**config.mk**
```make
export PLATFORM = sky130hd
export DESIGN_NAME = unicode_word_boundary_finder
export DESIGN_NICKNAME = d
export VERILOG_FILES = /design/src/rtl/wbf_pkg.sv /design/src/rtl/wbf_front.sv /design/src/rtl/wbf_queue.sv /design/src/rtl/wbf_back.sv /design/src/rtl/unicode_word_boundary_finder.sv
export SDC_FILE = /design/constraint.sdc
export NUM_CORES = 1
export LEC_CHECK = 0
export ABC_AREA = 0
export BUFFER_PORTS_ARGS = -buffer_cell sky130_fd_sc_hd__buf_2
export CAP_MARGIN = 20
export CORE_MARGIN = 10
export CORE_UTILIZATION = 55
export CTS_CLUSTER_DIAMETER = 80
export CTS_CLUSTER_SIZE = 14
export DETAILED_ROUTE_END_ITERATION = 7
export HOLD_SLACK_MARGIN = 0.08
export PLACE_DENSITY = 0.74
export SLEW_MARGIN = 5
export SYNTH_ARGS = -nofsm -noshare
export SYNTH_HDL_FRONTEND = slang
export SYNTH_SLANG_ARGS = --single-unit
```
**constraint.sdc**
```tcl
create_clock -name aclk -period 5.41 [get_ports aclk]
set_input_delay 0 -clock aclk [delete_from_list [all_inputs] [get_ports aclk]]
set_output_delay 0 -clock aclk [all_outputs]
set_load 0.01 [all_outputs]
```
**src/rtl/wbf_pkg.sv**
```systemverilog
`timescale 1ns / 1ps

package wbf_pkg;

    // Word-break property classes, densely numbered; end of text is internal only.
    typedef logic [4:0] class_t;

    localparam class_t WB_OTHER        = 5'd0;
    localparam class_t WB_CR           = 5'd1;
    localparam class_t WB_LF           = 5'd2;
    localparam class_t WB_NEWLINE      = 5'd3;
    localparam class_t WB_EXTEND       = 5'd4;
    localparam class_t WB_JOINER       = 5'd5;
    localparam class_t WB_REGIONAL     = 5'd6;
    localparam class_t WB_FORMAT       = 5'd7;
    localparam class_t WB_KATAKANA     = 5'd8;
    localparam class_t WB_HEBREW       = 5'd9;
    localparam class_t WB_ALETTER      = 5'd10;
    localparam class_t WB_SQUOTE       = 5'd11;
    localparam class_t WB_DQUOTE       = 5'd12;
    localparam class_t WB_MIDNUM       = 5'd13;
    localparam class_t WB_MIDLETTER    = 5'd14;
    localparam class_t WB_MIDNUMLET    = 5'd15;
    localparam class_t WB_NUMERIC      = 5'd16;
    localparam class_t WB_EXTNUMLET    = 5'd17;
    localparam class_t WB_SPACE        = 5'd18;
    localparam class_t WB_PICTO        = 5'd19;
    localparam class_t WB_PICTO_LETTER = 5'd20;
    localparam class_t WB_END_TEXT     = 5'd21;

    localparam int CLASS_W         = 5;
    localparam int BYTES_W         = 3;
    localparam int S_DATA_W        = 8;
    localparam int SEG_LEN_W       = 16;
    localparam int M_USER_W        = 2;
    localparam int LENGTH_BITS_DEF = 16;
    localparam int QUEUE_DEPTH     = 4;
    localparam int RESULT_SLOTS    = 3;

    // Result slots of one bundle, in emission order.
    typedef logic [1:0] slot_t;
    localparam slot_t SLOT_HELD  = 2'd0;
    localparam slot_t SLOT_BREAK = 2'd1;
    localparam slot_t SLOT_END   = 2'd2;

    typedef enum logic [1:0] {
        RAW_KEEP,
        RAW_BREAK,
        RAW_CONTEXT
    } raw_t;

    // All results caused by one input item.
    typedef struct packed {
        logic [RESULT_SLOTS-1:0]                mask;
        logic [RESULT_SLOTS-1:0]                sat;
        logic [RESULT_SLOTS-1:0][SEG_LEN_W-1:0] len;
    } bundle_t;

    function automatic logic is_ignorable(class_t c);
        return (c == WB_EXTEND) || (c == WB_FORMAT) || (c == WB_JOINER);
    endfunction

    function automatic logic is_letter_like(class_t c);
        return (c == WB_ALETTER) || (c == WB_PICTO_LETTER) || (c == WB_HEBREW);
    endfunction

    function automatic logic is_mid_quote(class_t c);
        return (c == WB_MIDNUMLET) || (c == WB_SQUOTE);
    endfunction

    function automatic logic is_newline(class_t c);
        return (c == WB_CR) || (c == WB_LF) || (c == WB_NEWLINE);
    endfunction

    // Rules on the raw neighbor pair, before ignorables are skipped.
    function automatic raw_t raw_rule(class_t p, class_t n);
        if (p == WB_CR && n == WB_LF) return RAW_KEEP;
        if (is_newline(p) || is_newline(n)) return RAW_BREAK;
        if (p == WB_JOINER && (n == WB_PICTO || n == WB_PICTO_LETTER)) return RAW_KEEP;
        if (p == WB_SPACE && n == WB_SPACE) return RAW_KEEP;
        if (is_ignorable(n)) return RAW_KEEP;
        return RAW_CONTEXT;
    endfunction

    // Context rules over two classes on either side; 1 = break.
    function automatic logic context_break(class_t p0, class_t p1, class_t n0,
                                           class_t n1, logic par);
        logic keep;
        keep = (is_letter_like(p0) && is_letter_like(n0))
            || (is_letter_like(p0) && (n0 == WB_MIDLETTER || is_mid_quote(n0))
                && is_letter_like(n1))
            || (is_letter_like(p1) && (p0 == WB_MIDLETTER || is_mid_quote(p0))
                && is_letter_like(n0))
            || (p0 == WB_HEBREW && n0 == WB_SQUOTE)
            || (p0 == WB_HEBREW && n0 == WB_DQUOTE && n1 == WB_HEBREW)
            || (p1 == WB_HEBREW && p0 == WB_DQUOTE && n0 == WB_HEBREW)
            || (p0 == WB_NUMERIC && n0 == WB_NUMERIC)
            || (is_letter_like(p0) && n0 == WB_NUMERIC)
            || (p0 == WB_NUMERIC && is_letter_like(n0))
            || (p1 == WB_NUMERIC && (p0 == WB_MIDNUM || is_mid_quote(p0))
                && n0 == WB_NUMERIC)
            || (p0 == WB_NUMERIC && (n0 == WB_MIDNUM || is_mid_quote(n0))
                && n1 == WB_NUMERIC)
            || (p0 == WB_KATAKANA && n0 == WB_KATAKANA)
            || ((is_letter_like(p0) || p0 == WB_NUMERIC || p0 == WB_KATAKANA
                 || p0 == WB_EXTNUMLET) && n0 == WB_EXTNUMLET)
            || (p0 == WB_EXTNUMLET && (is_letter_like(n0) || n0 == WB_NUMERIC
                 || n0 == WB_KATAKANA))
            || (n0 == WB_REGIONAL && par);
        return !keep;
    endfunction

endpackage

```
**src/rtl/wbf_front.sv**
```systemverilog
`timescale 1ns / 1ps

module wbf_front #(
    parameter int LENGTH_BITS = wbf_pkg::LENGTH_BITS_DEF
) (
    input  logic                        aclk,
    input  logic                        aresetn,
    input  logic                        in_valid,
    output logic                        in_ready,
    input  wbf_pkg::class_t             word_class,
    input  logic [wbf_pkg::BYTES_W-1:0] code_point_bytes,
    input  logic                        end_of_text,
    input  logic                        queue_full,
    output logic                        push,
    output wbf_pkg::bundle_t            bundle
);

    localparam int CW = (LENGTH_BITS > 16) ? 16 : LENGTH_BITS;
    localparam int SW = CW + 2;
    localparam logic [CW-1:0] CAP = '1;

    logic            accept;
    wbf_pkg::class_t cls, n1;
    logic            ign, resolve, hold, brk_held, main_step;
    logic            brk_main, wait_la, keep_main;
    wbf_pkg::raw_t   raw;
    wbf_pkg::class_t ctx0_a, ctx1_a, base0, base1;
    logic            par_a, basep, fold_en, fresh;
    logic            brk_eot, brk_le, brk_hl, brk_nu;

    logic [CW-1:0]   bytes_cw;
    logic [SW-1:0]   sum_seg_aft, sum_seg_b, sum_aft_b, sum_all, sum_b;
    logic [CW-1:0]   seg1, seg1b;
    logic            over1, ov1b;

    logic            started_reg, started_next;
    logic            pend_reg, pend_next;
    wbf_pkg::class_t prior_reg, prior_next;
    wbf_pkg::class_t ctx0_reg, ctx0_next, ctx1_reg, ctx1_next;
    wbf_pkg::class_t look_reg, look_next;
    logic            parity_reg, parity_next;
    logic [CW-1:0]   seg_reg, seg_next, aft_reg, aft_next;
    logic            seg_over_reg, seg_over_next, aft_over_reg, aft_over_next;

    assign in_ready = !queue_full;
    assign accept   = in_valid && !queue_full;
    assign bytes_cw = CW'(code_point_bytes);

    // Four adders side by side so no add waits on another.
    assign sum_seg_aft = SW'(seg_reg) + SW'(aft_reg);
    assign sum_seg_b   = SW'(seg_reg) + SW'(code_point_bytes);
    assign sum_aft_b   = SW'(aft_reg) + SW'(code_point_bytes);
    assign sum_all     = SW'(seg_reg) + SW'(aft_reg) + SW'(code_point_bytes);

    always_comb begin
        cls = (word_class > wbf_pkg::WB_PICTO_LETTER) ? wbf_pkg::WB_OTHER : word_class;
        ign = wbf_pkg::is_ignorable(cls);

        // Settle a held boundary once its second lookahead class shows up.
        resolve  = started_reg && pend_reg && (!ign || end_of_text);
        hold     = started_reg && pend_reg && !resolve;
        n1       = ign ? wbf_pkg::WB_END_TEXT : cls;
        brk_held = wbf_pkg::context_break(ctx0_reg, ctx1_reg, look_reg, n1, parity_reg);

        if (resolve) begin
            ctx0_a = look_reg;
            ctx1_a = brk_held ? wbf_pkg::WB_END_TEXT : ctx0_reg;
            par_a  = brk_held ? (look_reg == wbf_pkg::WB_REGIONAL)
                              : (!parity_reg && look_reg == wbf_pkg::WB_REGIONAL);
        end else begin
            ctx0_a = ctx0_reg;
            ctx1_a = ctx1_reg;
            par_a  = parity_reg;
        end

        raw     = wbf_pkg::raw_rule(prior_reg, cls);
        brk_eot = wbf_pkg::context_break(ctx0_a, ctx1_a, cls, wbf_pkg::WB_END_TEXT, par_a);
        brk_le  = wbf_pkg::context_break(ctx0_a, ctx1_a, cls, wbf_pkg::WB_ALETTER, par_a);
        brk_hl  = wbf_pkg::context_break(ctx0_a, ctx1_a, cls, wbf_pkg::WB_HEBREW, par_a);
        brk_nu  = wbf_pkg::context_break(ctx0_a, ctx1_a, cls, wbf_pkg::WB_NUMERIC, par_a);

        // A boundary that still depends on the next class waits instead of breaking.
        main_step = started_reg && !hold;
        wait_la   = main_step && raw == wbf_pkg::RAW_CONTEXT && !end_of_text
                    && (brk_le != brk_eot || brk_hl != brk_eot || brk_nu != brk_eot);
        brk_main  = main_step && !wait_la && (raw == wbf_pkg::RAW_BREAK
                    || (raw == wbf_pkg::RAW_CONTEXT && brk_eot));
        keep_main = main_step && !brk_main && !wait_la;

        // Segment length after the held boundary is settled.
        if (resolve && brk_held) begin
            seg1  = aft_reg;
            over1 = aft_over_reg;
            sum_b = sum_aft_b;
        end else if (resolve) begin
            seg1  = (|sum_seg_aft[SW-1:CW]) ? CAP : sum_seg_aft[CW-1:0];
            over1 = seg_over_reg || aft_over_reg || (|sum_seg_aft[SW-1:CW]);
            sum_b = sum_all;
        end else begin
            seg1  = seg_reg;
            over1 = seg_over_reg;
            sum_b = sum_seg_b;
        end
        seg1b = (|sum_b[SW-1:CW]) ? CAP : sum_b[CW-1:0];
        ov1b  = over1 || (|sum_b[SW-1:CW]);

        // Fold this class into the context, starting afresh after a break.
        fold_en = !started_reg || brk_main || keep_main;
        fresh   = !started_reg || brk_main;
        base0   = fresh ? wbf_pkg::WB_END_TEXT : ctx0_a;
        base1   = fresh ? wbf_pkg::WB_END_TEXT : ctx1_a;
        basep   = fresh ? 1'b0 : par_a;
        if (fold_en && !ign) begin
            ctx0_next   = cls;
            ctx1_next   = base0;
            parity_next = !basep && cls == wbf_pkg::WB_REGIONAL;
        end else if (fold_en) begin
            ctx0_next   = base0;
            ctx1_next   = base1;
            parity_next = basep;
        end else begin
            ctx0_next   = ctx0_a;
            ctx1_next   = ctx1_a;
            parity_next = par_a;
        end

        prior_next    = cls;
        look_next     = wait_la ? cls : look_reg;
        aft_next      = aft_reg;
        aft_over_next = aft_over_reg;
        if (!started_reg || brk_main) begin
            seg_next      = bytes_cw;
            seg_over_next = 1'b0;
        end else if (hold) begin
            seg_next      = seg_reg;
            seg_over_next = seg_over_reg;
            aft_next      = (|sum_aft_b[SW-1:CW]) ? CAP : sum_aft_b[CW-1:0];
            aft_over_next = aft_over_reg || (|sum_aft_b[SW-1:CW]);
        end else if (wait_la) begin
            seg_next      = seg1;
            seg_over_next = over1;
            aft_next      = bytes_cw;
            aft_over_next = 1'b0;
        end else begin
            seg_next      = seg1b;
            seg_over_next = ov1b;
        end

        started_next = !end_of_text;
        pend_next    = !end_of_text && (hold || wait_la);

        bundle = '0;
        bundle.mask[wbf_pkg::SLOT_HELD]  = resolve && brk_held;
        bundle.len[wbf_pkg::SLOT_HELD]   = wbf_pkg::SEG_LEN_W'(seg_reg);
        bundle.sat[wbf_pkg::SLOT_HELD]   = seg_over_reg;
        bundle.mask[wbf_pkg::SLOT_BREAK] = brk_main;
        bundle.len[wbf_pkg::SLOT_BREAK]  = wbf_pkg::SEG_LEN_W'(seg1);
        bundle.sat[wbf_pkg::SLOT_BREAK]  = over1;
        bundle.mask[wbf_pkg::SLOT_END]   = end_of_text;
        bundle.len[wbf_pkg::SLOT_END]    = wbf_pkg::SEG_LEN_W'(seg_next);
        bundle.sat[wbf_pkg::SLOT_END]    = seg_over_next;
    end

    assign push = accept && (|bundle.mask);

    always_ff @(posedge aclk) begin
        if (!aresetn) begin
            started_reg <= 1'b0;
            pend_reg    <= 1'b0;
        end else if (accept) begin
            started_reg <= started_next;
            pend_reg    <= pend_next;
        end
    end

    always_ff @(posedge aclk) begin
        if (accept) begin
            prior_reg    <= prior_next;
            ctx0_reg     <= ctx0_next;
            ctx1_reg     <= ctx1_next;
            look_reg     <= look_next;
            parity_reg   <= parity_next;
            seg_reg      <= seg_next;
            seg_over_reg <= seg_over_next;
            aft_reg      <= aft_next;
            aft_over_reg <= aft_over_next;
        end
    end

    a_pend_in_string: assert property (@(posedge aclk) disable iff (!aresetn)
        pend_reg |-> started_reg)
        else $error("held boundary outside a string");

    a_eot_emits: assert property (@(posedge aclk) disable iff (!aresetn)
        accept && end_of_text |-> push && bundle.mask[wbf_pkg::SLOT_END])
        else $error("end of text without final segment");

endmodule

```
**src/rtl/wbf_queue.sv**
```systemverilog
`timescale 1ns / 1ps

module wbf_queue (
    input  logic             aclk,
    input  logic             aresetn,
    input  logic             push_i,
    input  wbf_pkg::bundle_t push_data,
    output logic             full_o,
    input  logic             pop_i,
    output wbf_pkg::bundle_t pop_data,
    output logic             empty_o
);

    localparam int DEPTH = wbf_pkg::QUEUE_DEPTH;
    localparam int PTR_W = $clog2(DEPTH);
    localparam int CNT_W = $clog2(DEPTH + 1);

    wbf_pkg::bundle_t   store_reg [DEPTH];
    logic [PTR_W-1:0]   wr_ptr_reg, rd_ptr_reg;
    logic [CNT_W-1:0]   count_reg, count_next;

    assign full_o   = (count_reg == CNT_W'(DEPTH));
    assign empty_o  = (count_reg == '0);
    assign pop_data = store_reg[rd_ptr_reg];

    always_comb begin
        case ({push_i, pop_i})
            2'b10:   count_next = count_reg + CNT_W'(1);
            2'b01:   count_next = count_reg - CNT_W'(1);
            default: count_next = count_reg;
        endcase
    end

    always_ff @(posedge aclk) begin
        if (!aresetn) begin
            wr_ptr_reg <= '0;
            rd_ptr_reg <= '0;
            count_reg  <= '0;
        end else begin
            if (push_i) wr_ptr_reg <= wr_ptr_reg + PTR_W'(1);
            if (pop_i)  rd_ptr_reg <= rd_ptr_reg + PTR_W'(1);
            count_reg <= count_next;
        end
    end

    always_ff @(posedge aclk) begin
        if (push_i) store_reg[wr_ptr_reg] <= push_data;
    end

    a_no_overflow: assert property (@(posedge aclk) disable iff (!aresetn)
        push_i |-> !full_o)
        else $error("push into full queue");

endmodule

```
**src/rtl/wbf_back.sv**
```systemverilog
`timescale 1ns / 1ps

module wbf_back (
    input  logic                          aclk,
    input  logic                          aresetn,
    input  wbf_pkg::bundle_t              q_data,
    input  logic                          q_empty,
    output logic                          q_pop,
    output logic                          out_valid,
    input  logic                          out_ready,
    output logic [wbf_pkg::SEG_LEN_W-1:0] segment_length,
    output logic                          length_saturated,
    output logic                          string_done,
    output logic                          last_of_run
);

    wbf_pkg::bundle_t                  cur_reg;
    logic [wbf_pkg::RESULT_SLOTS-1:0]  mask_reg, pick, mask_left;
    wbf_pkg::slot_t                    slot;
    logic                              hs, need_load;

    // Present the lowest pending slot; the bundle retires with its last slot.
    always_comb begin
        if (mask_reg[wbf_pkg::SLOT_HELD]) begin
            slot = wbf_pkg::SLOT_HELD;
        end else if (mask_reg[wbf_pkg::SLOT_BREAK]) begin
            slot = wbf_pkg::SLOT_BREAK;
        end else begin
            slot = wbf_pkg::SLOT_END;
        end
        pick       = '0;
        pick[slot] = 1'b1;
        mask_left  = mask_reg & ~pick;
    end

    assign out_valid        = |mask_reg;
    assign hs               = out_valid && out_ready;
    assign need_load        = !out_valid || (hs && mask_left == '0);
    assign q_pop            = need_load && !q_empty;
    assign segment_length   = cur_reg.len[slot];
    assign length_saturated = cur_reg.sat[slot];
    assign string_done      = pick[wbf_pkg::SLOT_END];
    assign last_of_run      = (mask_left == '0);

    always_ff @(posedge aclk) begin
        if (!aresetn) begin
            mask_reg <= '0;
        end else if (need_load) begin
            mask_reg <= q_empty ? '0 : q_data.mask;
        end else if (hs) begin
            mask_reg <= mask_left;
        end
    end

    always_ff @(posedge aclk) begin
        if (q_pop) cur_reg <= q_data;
    end

    a_done_is_last: assert property (@(posedge aclk) disable iff (!aresetn)
        out_valid && string_done |-> last_of_run)
        else $error("final segment not last of its run");

    a_run_continues: assert property (@(posedge aclk) disable iff (!aresetn)
        hs && !last_of_run |=> out_valid)
        else $error("result run cut short");

endmodule

```
**src/rtl/unicode_word_boundary_finder.sv**
```systemverilog
// Path: results go through the result queue, then the output register behind m_tvalid;
// a boundary held for lookahead is offered after the item that settles it.
// Throughput: one item per cycle while the queue has room; k results of one item leave
// as k output transfers; a four-entry result queue absorbs bursts before s_tready drops.
// Reset: aresetn is synchronous, active low, clears string state, queue and output.
`timescale 1ns / 1ps

module unicode_word_boundary_finder #(
    parameter int LENGTH_BITS = wbf_pkg::LENGTH_BITS_DEF
) (
    input  logic                           aclk,
    input  logic                           aresetn,
    // input code points
    input  logic                           s_tvalid,
    output logic                           s_tready,
    input  logic [wbf_pkg::S_DATA_W-1:0]   s_tdata,   // [4:0] word_class, [7:5] code_point_bytes
    input  logic                           s_tlast,   // end_of_text
    // word segments
    output logic                           m_tvalid,
    input  logic                           m_tready,
    output logic [wbf_pkg::SEG_LEN_W-1:0]  m_tdata,   // [15:0] segment_length
    output logic [wbf_pkg::M_USER_W-1:0]   m_tuser,   // [0] length_saturated, [1] string_done
    output logic                           m_tlast    // last_of_run
);

    wbf_pkg::bundle_t push_data, pop_data;
    logic             push, pop, q_full, q_empty;
    logic             seg_sat, str_done;

    // Front: take one item per cycle while the queue has room, apply the boundary
    // rules, and collect every result the item causes into one bundle.
    wbf_front #(
        .LENGTH_BITS(LENGTH_BITS)
    ) u_front (
        .aclk             (aclk),
        .aresetn          (aresetn),
        .in_valid         (s_tvalid),
        .in_ready         (s_tready),
        .word_class       (s_tdata[wbf_pkg::CLASS_W-1:0]),
        .code_point_bytes (s_tdata[wbf_pkg::CLASS_W +: wbf_pkg::BYTES_W]),
        .end_of_text      (s_tlast),
        .queue_full       (q_full),
        .push             (push),
        .bundle           (push_data)
    );

    // Hold bundles so the rule logic keeps going while the sink stalls.
    wbf_queue u_queue (
        .aclk      (aclk),
        .aresetn   (aresetn),
        .push_i    (push),
        .push_data (push_data),
        .full_o    (q_full),
        .pop_i     (pop),
        .pop_data  (pop_data),
        .empty_o   (q_empty)
    );

    // Back: drain each bundle in order, one segment per cycle while m_tready is high.
    wbf_back u_back (
        .aclk             (aclk),
        .aresetn          (aresetn),
        .q_data           (pop_data),
        .q_empty          (q_empty),
        .q_pop            (pop),
        .out_valid        (m_tvalid),
        .out_ready        (m_tready),
        .segment_length   (m_tdata),
        .length_saturated (seg_sat),
        .string_done      (str_done),
        .last_of_run      (m_tlast)
    );

    assign m_tuser = {str_done, seg_sat};

endmodule

```
# == Word-level counts from Yosys, hierarchy flattened ==
# Memory sizes are Yosys's and may differ from the RTL's. A register that Yosys moved wholly into a read port is not among the register bits.
# Cells that the tools add are included.
# word_totals
regBits,118
latchBits,0
ramBits,216
romBits,0
in_bits,13
output_inout_bits,21
wordCells,391
mem_count,1
# memory_table
name,depth,word_bits,read_ports,rd_clocked_by_memory_dff,wr,line_no,text
u_queue.store_reg,4,54,1,1,1,wbf_queue.sv:18,wbf_pkg::bundle_t store_reg [DEPTH];
# classes
add_sub_neg,8
multipliers,0
div,0
order_cmp,3
eq_ne,79
shifts,0
n_mux,76
bitwise,3
reduce_logical,202
# ops
operator,n
5-bit by 4-bit equality test with 1-bit output (second input constant),38
16-bit two-way mux,11
1-bit logical OR,108
5-bit equality test (second input constant),21
1-bit logical AND,65
5-bit two-way mux,11
18-bit two-way mux,2
16-bit by 3-bit adder with 17-bit output,2
16-bit binary-select mux with 2-bit select,1
1-bit two-way mux,31
5-bit by 3-bit equality test with 1-bit output (second input constant),6
2-bit two-way mux,14
5-bit by 2-bit equality test with 1-bit output (second input constant),4
18-bit by 3-bit adder with 18-bit output,1
16-bit by 16-bit adder with 17-bit output,1
1-bit logical NOT,17
5-bit by 1-bit equality test with 1-bit output (second input constant),2
3-bit two-way mux,3
3-bit logical NOT,2
3-bit one-hot mux with 2 select lines,1
2-bit nonzero test,3
2-bit OR reduction,3
3-bit OR reduction,2
5-bit greater-than comparator (second input constant),1
other kinds (16),21

# == Logic depth before layout (Yosys ltp) ==
# Gate-level depths: netlist (run 1).
# depth
word_depth,57
mapped_depth,18

# == Modules after synthesis ==
# From an unflattened synthesis (run 1), not the netlist that was laid out.
# hier_totals
cells_unflattened,1279
hier_area_um2,16956.3
# modules_own_cells
mod,instances,cells_each,area_per_inst_um2,seq_area_each_um2
wbf_queue,1,328,8309.2,6666.4
wbf_front,1,812,6521.3,1691.6
wbf_back,1,137,2110.8,1591.5
unicode_word_boundary_finder,1,2,15.0,0.0

# == Least setup slack after synthesis (run 1) ==
# Ideal clock, no wire load.
# synth_path
kind,flip-flop to flip-flop
startpoint,reg u_front.ctx0_reg[4]
endpoint,mem u_queue.store_reg[0][0] in the netlist's numbering (enable)
setup_ns,0.417
arrival_ns,3.704
required_time_ns,4.993
setup_slack_ns,1.289
path_stages_with_launch,12
path_buffers,1
period_less_slack_ns,4.121
path_cell_list,edfxtp_1 -> buf_6 -> nor2b_1 -> o21ai_0 -> a31oi_1 -> a2111oi_4 -> nand4_4 -> or2_4 -> inv_2 -> nor3_1 -> a221oi_2 -> and2_1
# synth_rtl
element,line_no,text
start: declaration,wbf_front.sv:39,"wbf_pkg::class_t ctx0_reg, ctx0_next, ctx1_reg, ctx1_next;"
start signal: assignment,wbf_front.sv:179,ctx0_reg <= ctx0_next;
end: declaration,wbf_queue.sv:18,

==> impl_summary.log, run 1 <==
[metrics] number of synthesized flops with an enable pin: 322
[metrics] overall die area: 0.0373 sq mm
[metrics] antenna-violating nets left: 0
[metrics] DRT iter0 DRCs: 974
[metrics] fraction of final layout cells with drive strength greater than 1: 15.3%
[metrics] critical-path cell with the highest stage delay: sky130_fd_sc_hd__nand2_1
[metrics] category of cells accounting for the largest share of critical-path delay: compound AO/OA/AOI/OAI gates
[metrics] clock buffers created by TritonCTS: 27
[metrics] timing-limited maximum frequency: 0.218 GHz
[metrics] layer with the highest usage after global routing: met2
[metrics] Layout Skew: 27.6 ps
[metrics] critical register-to-register path startpoint: u_front.seg_reg[0]$_DFFE_PP_
[metrics] Max IR drop VDD: 0.255 mV
[metrics] Row Count: 63
[metrics] part of the Yosys area used for sequential elements: 60.3%
[metrics] Resized cells post-CTS: 0
[metrics] Slew HR: 43.8%
[metrics] overall die height: 193 um
[metrics] fill count: 2,314
[metrics] RSZ-0062 raised after global routing: no
[metrics] number of global-route vias before repair: 10,300
[metrics] Max Fanout on Critical Path: 15
[metrics] register bit count reported by yosys: 336
[metrics] power density over the cells: 397 mW/mm^2
[metrics] worst-case setup margin in the final layout: 817 ps
[metrics] crit path DAT: 4810 ps
[metrics] Hold Buf Count CTS: 12
[metrics] mean area per synthesized cell: 13.6 sq um
[metrics] worst reg2reg endpoint: u_queue.store_reg[1][33]$_DFFE_PP_
[metrics] clock root buffer master: sky130_fd_sc_hd__clkbuf_16
[metrics] kind of end point of the critical path: flop
[metrics] die boundary width: 193 um
[metrics] detailed-placement wirelength estimate: 23,800 um
[metrics] delay of the slowest cell on the worst path: 550 ps
[metrics] overall track demand over capacity in global routing: 19.4%
[metrics] cells along the critical path: ha_1 -> fa_1 -> a21oi_2 -> o22ai_2 -> a2111oi_2 -> o41ai_2 -> a31oi_1 -> nand2_1 -> o221ai_1 -> o21ai_0 -> a21o_1 -> o21ai_0 -> a31oi_1
[metrics] startpoint kind of the worst setup timing path: flop
[metrics] Hold Crit Start: s_tdata[3]
[metrics] worst path required time: 5630 ps
[metrics] Clock Sink Count: 336
[metrics] Hold Crit Endpoint: u_front.look_reg[3]$_DFFE_PP_
[metrics] number of failing setup endpoints in the final timing report: 0
[metrics] Worst Hold Margin: 103 ps
[metrics] vias after detailed routing: 10,300
[metrics] time the final worst path needs with I/O delays and setup: 4590 ps
[metrics] global routing usage on met1: 26.3%
[metrics] global-route wire length before repair: 59,000 um
[metrics] antenna violations before repair: 2
[metrics] fraction of registers with async set/reset: 0%
[metrics] Netlist cell types: 101
[metrics] run status: completed
[metrics] Static Leakage: 5.87 nW
[metrics] Main synth FF type: sky130_fd_sc_hd__edfxtp_1
[metrics] gate count after technology mapping: 1,213
[metrics] RD Place Congestion: 0.932
[metrics] CP Buf/Inv Count: 0
[metrics] via/cell ratio: 6.28
[metrics] Total Routed Length: 37,000 um
[metrics] remaining design rule violation count: 0
[metrics] CTS tree: done
[metrics] Std-Cell Core Area: 0.0296 sq mm
[metrics] # nets final: 1,291
[metrics] # H-tree levels: 1
[metrics] total nets after synthesis: 1,261
[metrics] number of buffers inserted to repair setup after CTS: 0
[metrics] Ys Warns: 0
[metrics] First-pass DRT Iterations: 7
[metrics] later-pin clock latency in the skew report: 560 ps
[metrics] pin count of the biggest net entering global routing: 57
[metrics] start-to-end type of the worst setup path: reg2reg
[metrics] Final Slew Violations: 0
[metrics] accumulated negative setup slack: 0 ps
[metrics] I/O Pins: 34
[metrics] depth of the worst register-to-register path: 13
[metrics] r2r setup slk: 820 ps
[metrics] summed instance area of the synthesized netlist: 0.0165 sq mm
[metrics] Final Hold Vio Count: 0
[metrics] classification of the worst-slack hold path: in2reg
[metrics] area added between synthesis and finish: 8.53%
[metrics] clock transition at the register clock pins on the worst setup and hold paths after CTS: 70 ps
[metrics] total global routing overflow: 0
[metrics] Max-Cap Viols: 0
[metrics] met3 Usage GRT: 2.97%
[metrics] global-route met2 utilization: 31.4%
[metrics] Buffers on Ports: 33
[metrics] portion of the clock cycle consumed by the worst path in the final layout: 84.9%
[metrics] per-cell routed wire length: 22.5 um
[metrics] flip-flop count of the largest register, all copies and words added: 216
[metrics] effective utilization at floorplan: 55.7%
[metrics] transition time of the tightest slew-check pin: 843 ps
[metrics] cell count of the worst hold path: 2
[metrics] maximum count of clock buffers along a single path: 3
[metrics] Placement Setup Slack: 930 ps
## cell type report
type | count | area (sq um) | share of cell area, %
flip-flops and latches | 336 | 9960 | 55.6
clock inverters | 1 | 8.76 | 0.0489
clock buffers | 37 | 713 | 3.98
well taps | 390 | 488 | 2.72
multi-input cells | 779 | 6140 | 34.3
repair buffers | 67 | 488 | 2.72
diodes | 1 | 2.50 | 0.0140
inverters | 32 | 120 | 0.670
## cells by family after synthesis
| kind of cell | after synthesis | synth area share, % |
|---|---|---|
| flip-flops | 336 | 60.3 |
| AND/OR/NAND/NOR | 325 | 10.1 |
| AO/OA/AOI/OAI | 270 | 11.3 |
| buffers and inverters | 98 | 2.66 |
| multiplexers | 89 | 9.53 |
| XOR/XNOR | 60 | 3.18 |
| adder cells (fa/ha/maj) | 35 | 2.88 |
## layout by cell type (no fill, tap or decap), drive strengths merged, types with 24 or more instances in the layout
master / Yosys / layout
nor2: 64 / 64
xnor2: 30 / 30
inv: 32 / 33
xor2: 30 / 30
edfxtp: 322 / 322
clkbuf: 34 / 37
nand3: 25 / 25
ha: 30 / 30
o21ai: 80 / 80
nand2: 111 / 111
buf: 32 / 55
o22ai: 24 / 24
mux2i: 33 / 33
mux4: 54 / 54
a21oi: 55 / 55
## routing by layer
layer / share of wire, % / vias up
met5: 0.019 / -
met4: 2.9 / 2
met3: 6.1 / 70
met2: 48 / 346
met1: 43 / 5158
li1: - / 4749
## worst reg2reg max path: stages, from the launching register on
cell and delay (ps):
sky130_fd_sc_hd__edfxtp_1 510, sky130_fd_sc_hd__ha_1 310, sky130_fd_sc_hd__fa_1 450, sky130_fd_sc_hd__a21oi_2 190
sky130_fd_sc_hd__o22ai_2 140, sky130_fd_sc_hd__a2111oi_2 490, sky130_fd_sc_hd__o41ai_2 160, sky130_fd_sc_hd__a31oi_1 390
sky130_fd_sc_hd__nand2_1 550, sky130_fd_sc_hd__o221ai_1 340, sky130_fd_sc_hd__o21ai_0 240, sky130_fd_sc_hd__a21o_1 220
sky130_fd_sc_hd__o21ai_0 70, sky130_fd_sc_hd__a31oi_1 190
## worst max-delay path by stage
stage	from	endpoint	slack, ps	cells past startpoint
2_1_floorplan	u_front.ctx0_reg[4]$_DFFE_PP_	u_queue.store_reg[0][0]$_DFFE_PP_	1290	11
3_3_place_gp	u_front.seg_reg[0]$_DFFE_PP_	u_queue.store_reg[0][32]$_DFFE_PP_	980	13
3_5_place_dp	u_front.seg_reg[0]$_DFFE_PP_	u_queue.store_reg[2][33]$_DFFE_PP_	930	13
4_1_cts	u_front.seg_reg[0]$_DFFE_PP_	u_queue.store_reg[2][33]$_DFFE_PP_	910	13
5_1_grt	u_front.seg_reg[0]$_DFFE_PP_	u_queue.store_reg[3][33]$_DFFE_PP_	510	13
6_report	u_front.seg_reg[0]$_DFFE_PP_	u_queue.store_reg[1][33]$_DFFE_PP_	820	13
## report_power, final
group | internal [W] | switching, W
logic | 0.000759 | 0.000984
registers | 0.00338 | 0.000244
clock network | 0.000906 | 0.000842
total | 0.00504 | 0.00207
## through the flow
stage	util (%)	instances	power [W]	area [sq um]
2_1_floorplan	-	1213	0.00489	16500
3_3_place_gp	57.6	1592	0.00539	17100
3_5_place_dp	57.6	1592	0.00545	17100
4_1_cts	60.4	1642	0.00719	17900
5_1_grt	60.5	1643	0.00748	17900
6_report	60.5	1643	0.00711	17900
## synthesized netlist by cell type (all sizes together), types with 30 or more instances
cell / instances / area, sq um
o21ai: 80 / 404
a21oi: 55 / 309
mux4: 54 / 1220
mux2i: 33 / 334
inv: 32 / 120
clkbuf: 34 / 129
nor2: 64 / 240
edfxtp: 322 / 9670
xor2: 30 / 263
nand2: 111 / 417
buf: 32 / 190
xnor2: 30 / 263
ha: 30 / 375
Power figures use the tool's default switching activity.
==> run 2, diff against run 1 <==
Settings changed: PLACE_DENSITY 0.74 to 0.77.
Clock period 5.41 ns to 4.2 ns, I/O delays scaled along.
==> run 2 against run 1 <==
- die area stayed put
- global-route usage rose by 0.64 points
- final cell count rose by 2.3%
- critical path depth decreased by 1
- non-clock buffer count grew 35
- design area up 2.2%
- critical path type unchanged
==> impl_summary.log, run 2 (synthesis gave the netlist of run 1 again) <==
[metrics] most frequent standard cell in the layout excluding fill and tap cells: sky130_fd_sc_hd__edfxtp_1
[metrics] run status: completed
[metrics] global-route wire length before repair: 61,000 um
[metrics] Clock Sink Count: 336
[metrics] number of antenna repair diodes: 0
[metrics] First-pass DRT Iterations: 5
[metrics] portion of the clock cycle consumed by the worst path in the final layout: 95.6%
[metrics] fill count: 2,242
[metrics] CTS tree: done
[metrics] Row Count: 63
[metrics] top library cells by usage in the layout, fill and taps aside: sky130_fd_sc_hd__edfxtp_1 (322), sky130_fd_sc_hd__nand2_1 (111), sky130_fd_sc_hd__o21ai_0 (75)
[metrics] fraction of final layout cells with drive strength greater than 1: 18.0%
[metrics] transition time of the tightest slew-check pin: 869 ps
[metrics] # nets final: 1,327
[metrics] vias after detailed routing: 10,600
[metrics] Final Hold Vio Count: 0
[metrics] crit path DAT: 4350 ps
[metrics] per-cell routed wire length: 22.9 um
[metrics] pin count of the biggest net entering global routing: 57
[metrics] Final Slew Violations: 0
[metrics] Std-Cell Core Area: 0.0296 sq mm
[metrics] power density over the cells: 511 mW/mm^2
[metrics] later-pin clock latency in the skew report: 550 ps
[metrics] I/O Pins: 34
[metrics] area added between synthesis and finish: 10.9%
[metrics] Total Routed Length: 38,400 um
[metrics] overall die height: 193 um
[metrics] classification of the worst-slack hold path: in2reg
[metrics] RSZ-0062 raised after global routing: no
[metrics] RD Place Congestion: 0.948
[metrics] # H-tree levels: 1
[metrics] clock buffers created by TritonCTS: 28
[metrics] maximum count of clock buffers along a single path: 3
[metrics] Max-Cap Viols: 0
[metrics] Max IR drop VDD: 0.440 mV
[metrics] worst path required time: 4540 ps
[metrics] Worst Hold Margin: 344 ps
[metrics] clock transition at the register clock pins on the worst setup and hold paths after CTS: 70 ps
[metrics] Buffers on Ports: 33
[metrics] startpoint kind of the worst setup timing path: flop
[metrics] Layout Skew: 27.9 ps
[metrics] number of buffers inserted to repair setup after CTS: 0
[metrics] Slew HR: 42.1%
[metrics] start-to-end type of the worst setup path: reg2reg
[metrics] effective utilization at floorplan: 55.7%
[metrics] time the final worst path needs with I/O delays and setup: 4020 ps
[metrics] flip-flop count of the largest register, all copies and words added: 216
[metrics] overall die area: 0.0373 sq mm
[metrics] clock root buffer master: sky130_fd_sc_hd__clkbuf_16
[metrics] total global routing overflow: 0
[metrics] kind of end point of the critical path: flop
[metrics] accumulated negative setup slack: 0 ps
[metrics] number of global-route vias before repair: 10,400
[metrics] number of failing setup endpoints in the final timing report: 0
[metrics] DRT iter0 DRCs: 1,124
[metrics] via/cell ratio: 6.29
[metrics] Max Fanout on Critical Path: 25
[metrics] remaining design rule violation count: 0
[metrics] antenna-violating nets left: 0
[metrics] Static Leakage: 6.08 nW
[metrics] timing-limited maximum frequency: 0.249 GHz
[metrics] overall track demand over capacity in global routing: 20.0%
[metrics] die boundary width: 193 um
[metrics] detailed-placement wirelength estimate: 25,200 um
[metrics] antenna violations before repair: 0
-- run 2: worst max-delay path, cell delays in order (launching register included) --
cell and delay [ps]:
sky130_fd_sc_hd__edfxtp_1 580, sky130_fd_sc_hd__and4b_1 290, sky130_fd_sc_hd__o2111ai_1 180, sky130_fd_sc_hd__o211ai_1 200
sky130_fd_sc_hd__a2111oi_4 370, sky130_fd_sc_hd__nand4_4 170, sky130_fd_sc_hd__buf_4 270, sky130_fd_sc_hd__nand2_1 320
sky130_fd_sc_hd__buf_4 240, sky130_fd_sc_hd__o22ai_1 100, sky130_fd_sc_hd__o21ai_0 580, sky130_fd_sc_hd__nand2_1 150
sky130_fd_sc_hd__a31oi_2 330
-- run 2: per-layer routing --
metal / up-vias / share of wire, % / global-route usage, %
met1: 5246 / 44 / 28.6
met2: 432 / 48 / 32.3
met4: 0 / 1.7 / 4.35
met3: 50 / 6.7 / 2.61
met5: - / 0 / 0
li1: 4835 / - / -
-- run 2: worst paths after layout --
| check | from | to | slack (ps) | cells past startpoint |
|---|---|---|---|---|
| worst min-delay path | aresetn | u_front.started_reg$_SDFFE_PN0P_ | 340 | 3 |
| worst min register to register | u_front.pend_reg$_SDFFE_PN0P_ | u_front.pend_reg$_SDFFE_PN0P_ | 530 | 2 |
| worst max register to register | u_front.look_reg[0]$_DFFE_PP_ | u_front.seg_reg[6]$_DFFE_PP_ | 180 | 12 |
| worst max-delay path | u_front.look_reg[0]$_DFFE_PP_ | u_front.seg_reg[6]$_DFFE_PP_ | 180 | 12 |
-- run 2: final cells by class --
| type | instances | area (sq um) | share of cell area, % |
|---|---|---|---|
| sequential | 336 | 9960 | 54.4 |
| multi-input combinational | 779 | 6200 | 33.9 |
| timing repair buffer | 102 | 766 | 4.18 |
| clock buffer | 39 | 763 | 4.17 |
| tap | 390 | 488 | 2.66 |
| inverter | 32 | 120 | 0.656 |
| clock inverter | 2 | 21.3 | 0.116 |
-- run 2: power by group --
part	switching (W)	leakage, nW	internal (W)
clock	0.00109	0.380	0.00125
combinational	0.00125	2.62	0.00104
sequential	0.000374	3.08	0.00435
total	0.00272	6.08	0.00664
-- run 2: metrics by stage --
step                      cells  cell area [sq um]  setup WS [ps]  total power, W  utilization (%)
final                      1680              18300            184         0.00936             61.8
after global routing       1680              18300           6.52         0.00981             61.8
after CTS                  1680              18300           74.6         0.00943             61.6
after detailed placement   1626              17300            118         0.00707             58.5
after global placement     1626              17300            320         0.00700             58.5
after floorplan            1213              16500           78.6         0.00630                -
-- run 2: what timing repair did --
action,4_1_cts,5_1_grt
resized for setup,0,9
endpoints found under the hold margin,50,0
endpoints found under the setup margin,0,56
hold buffers,13,0
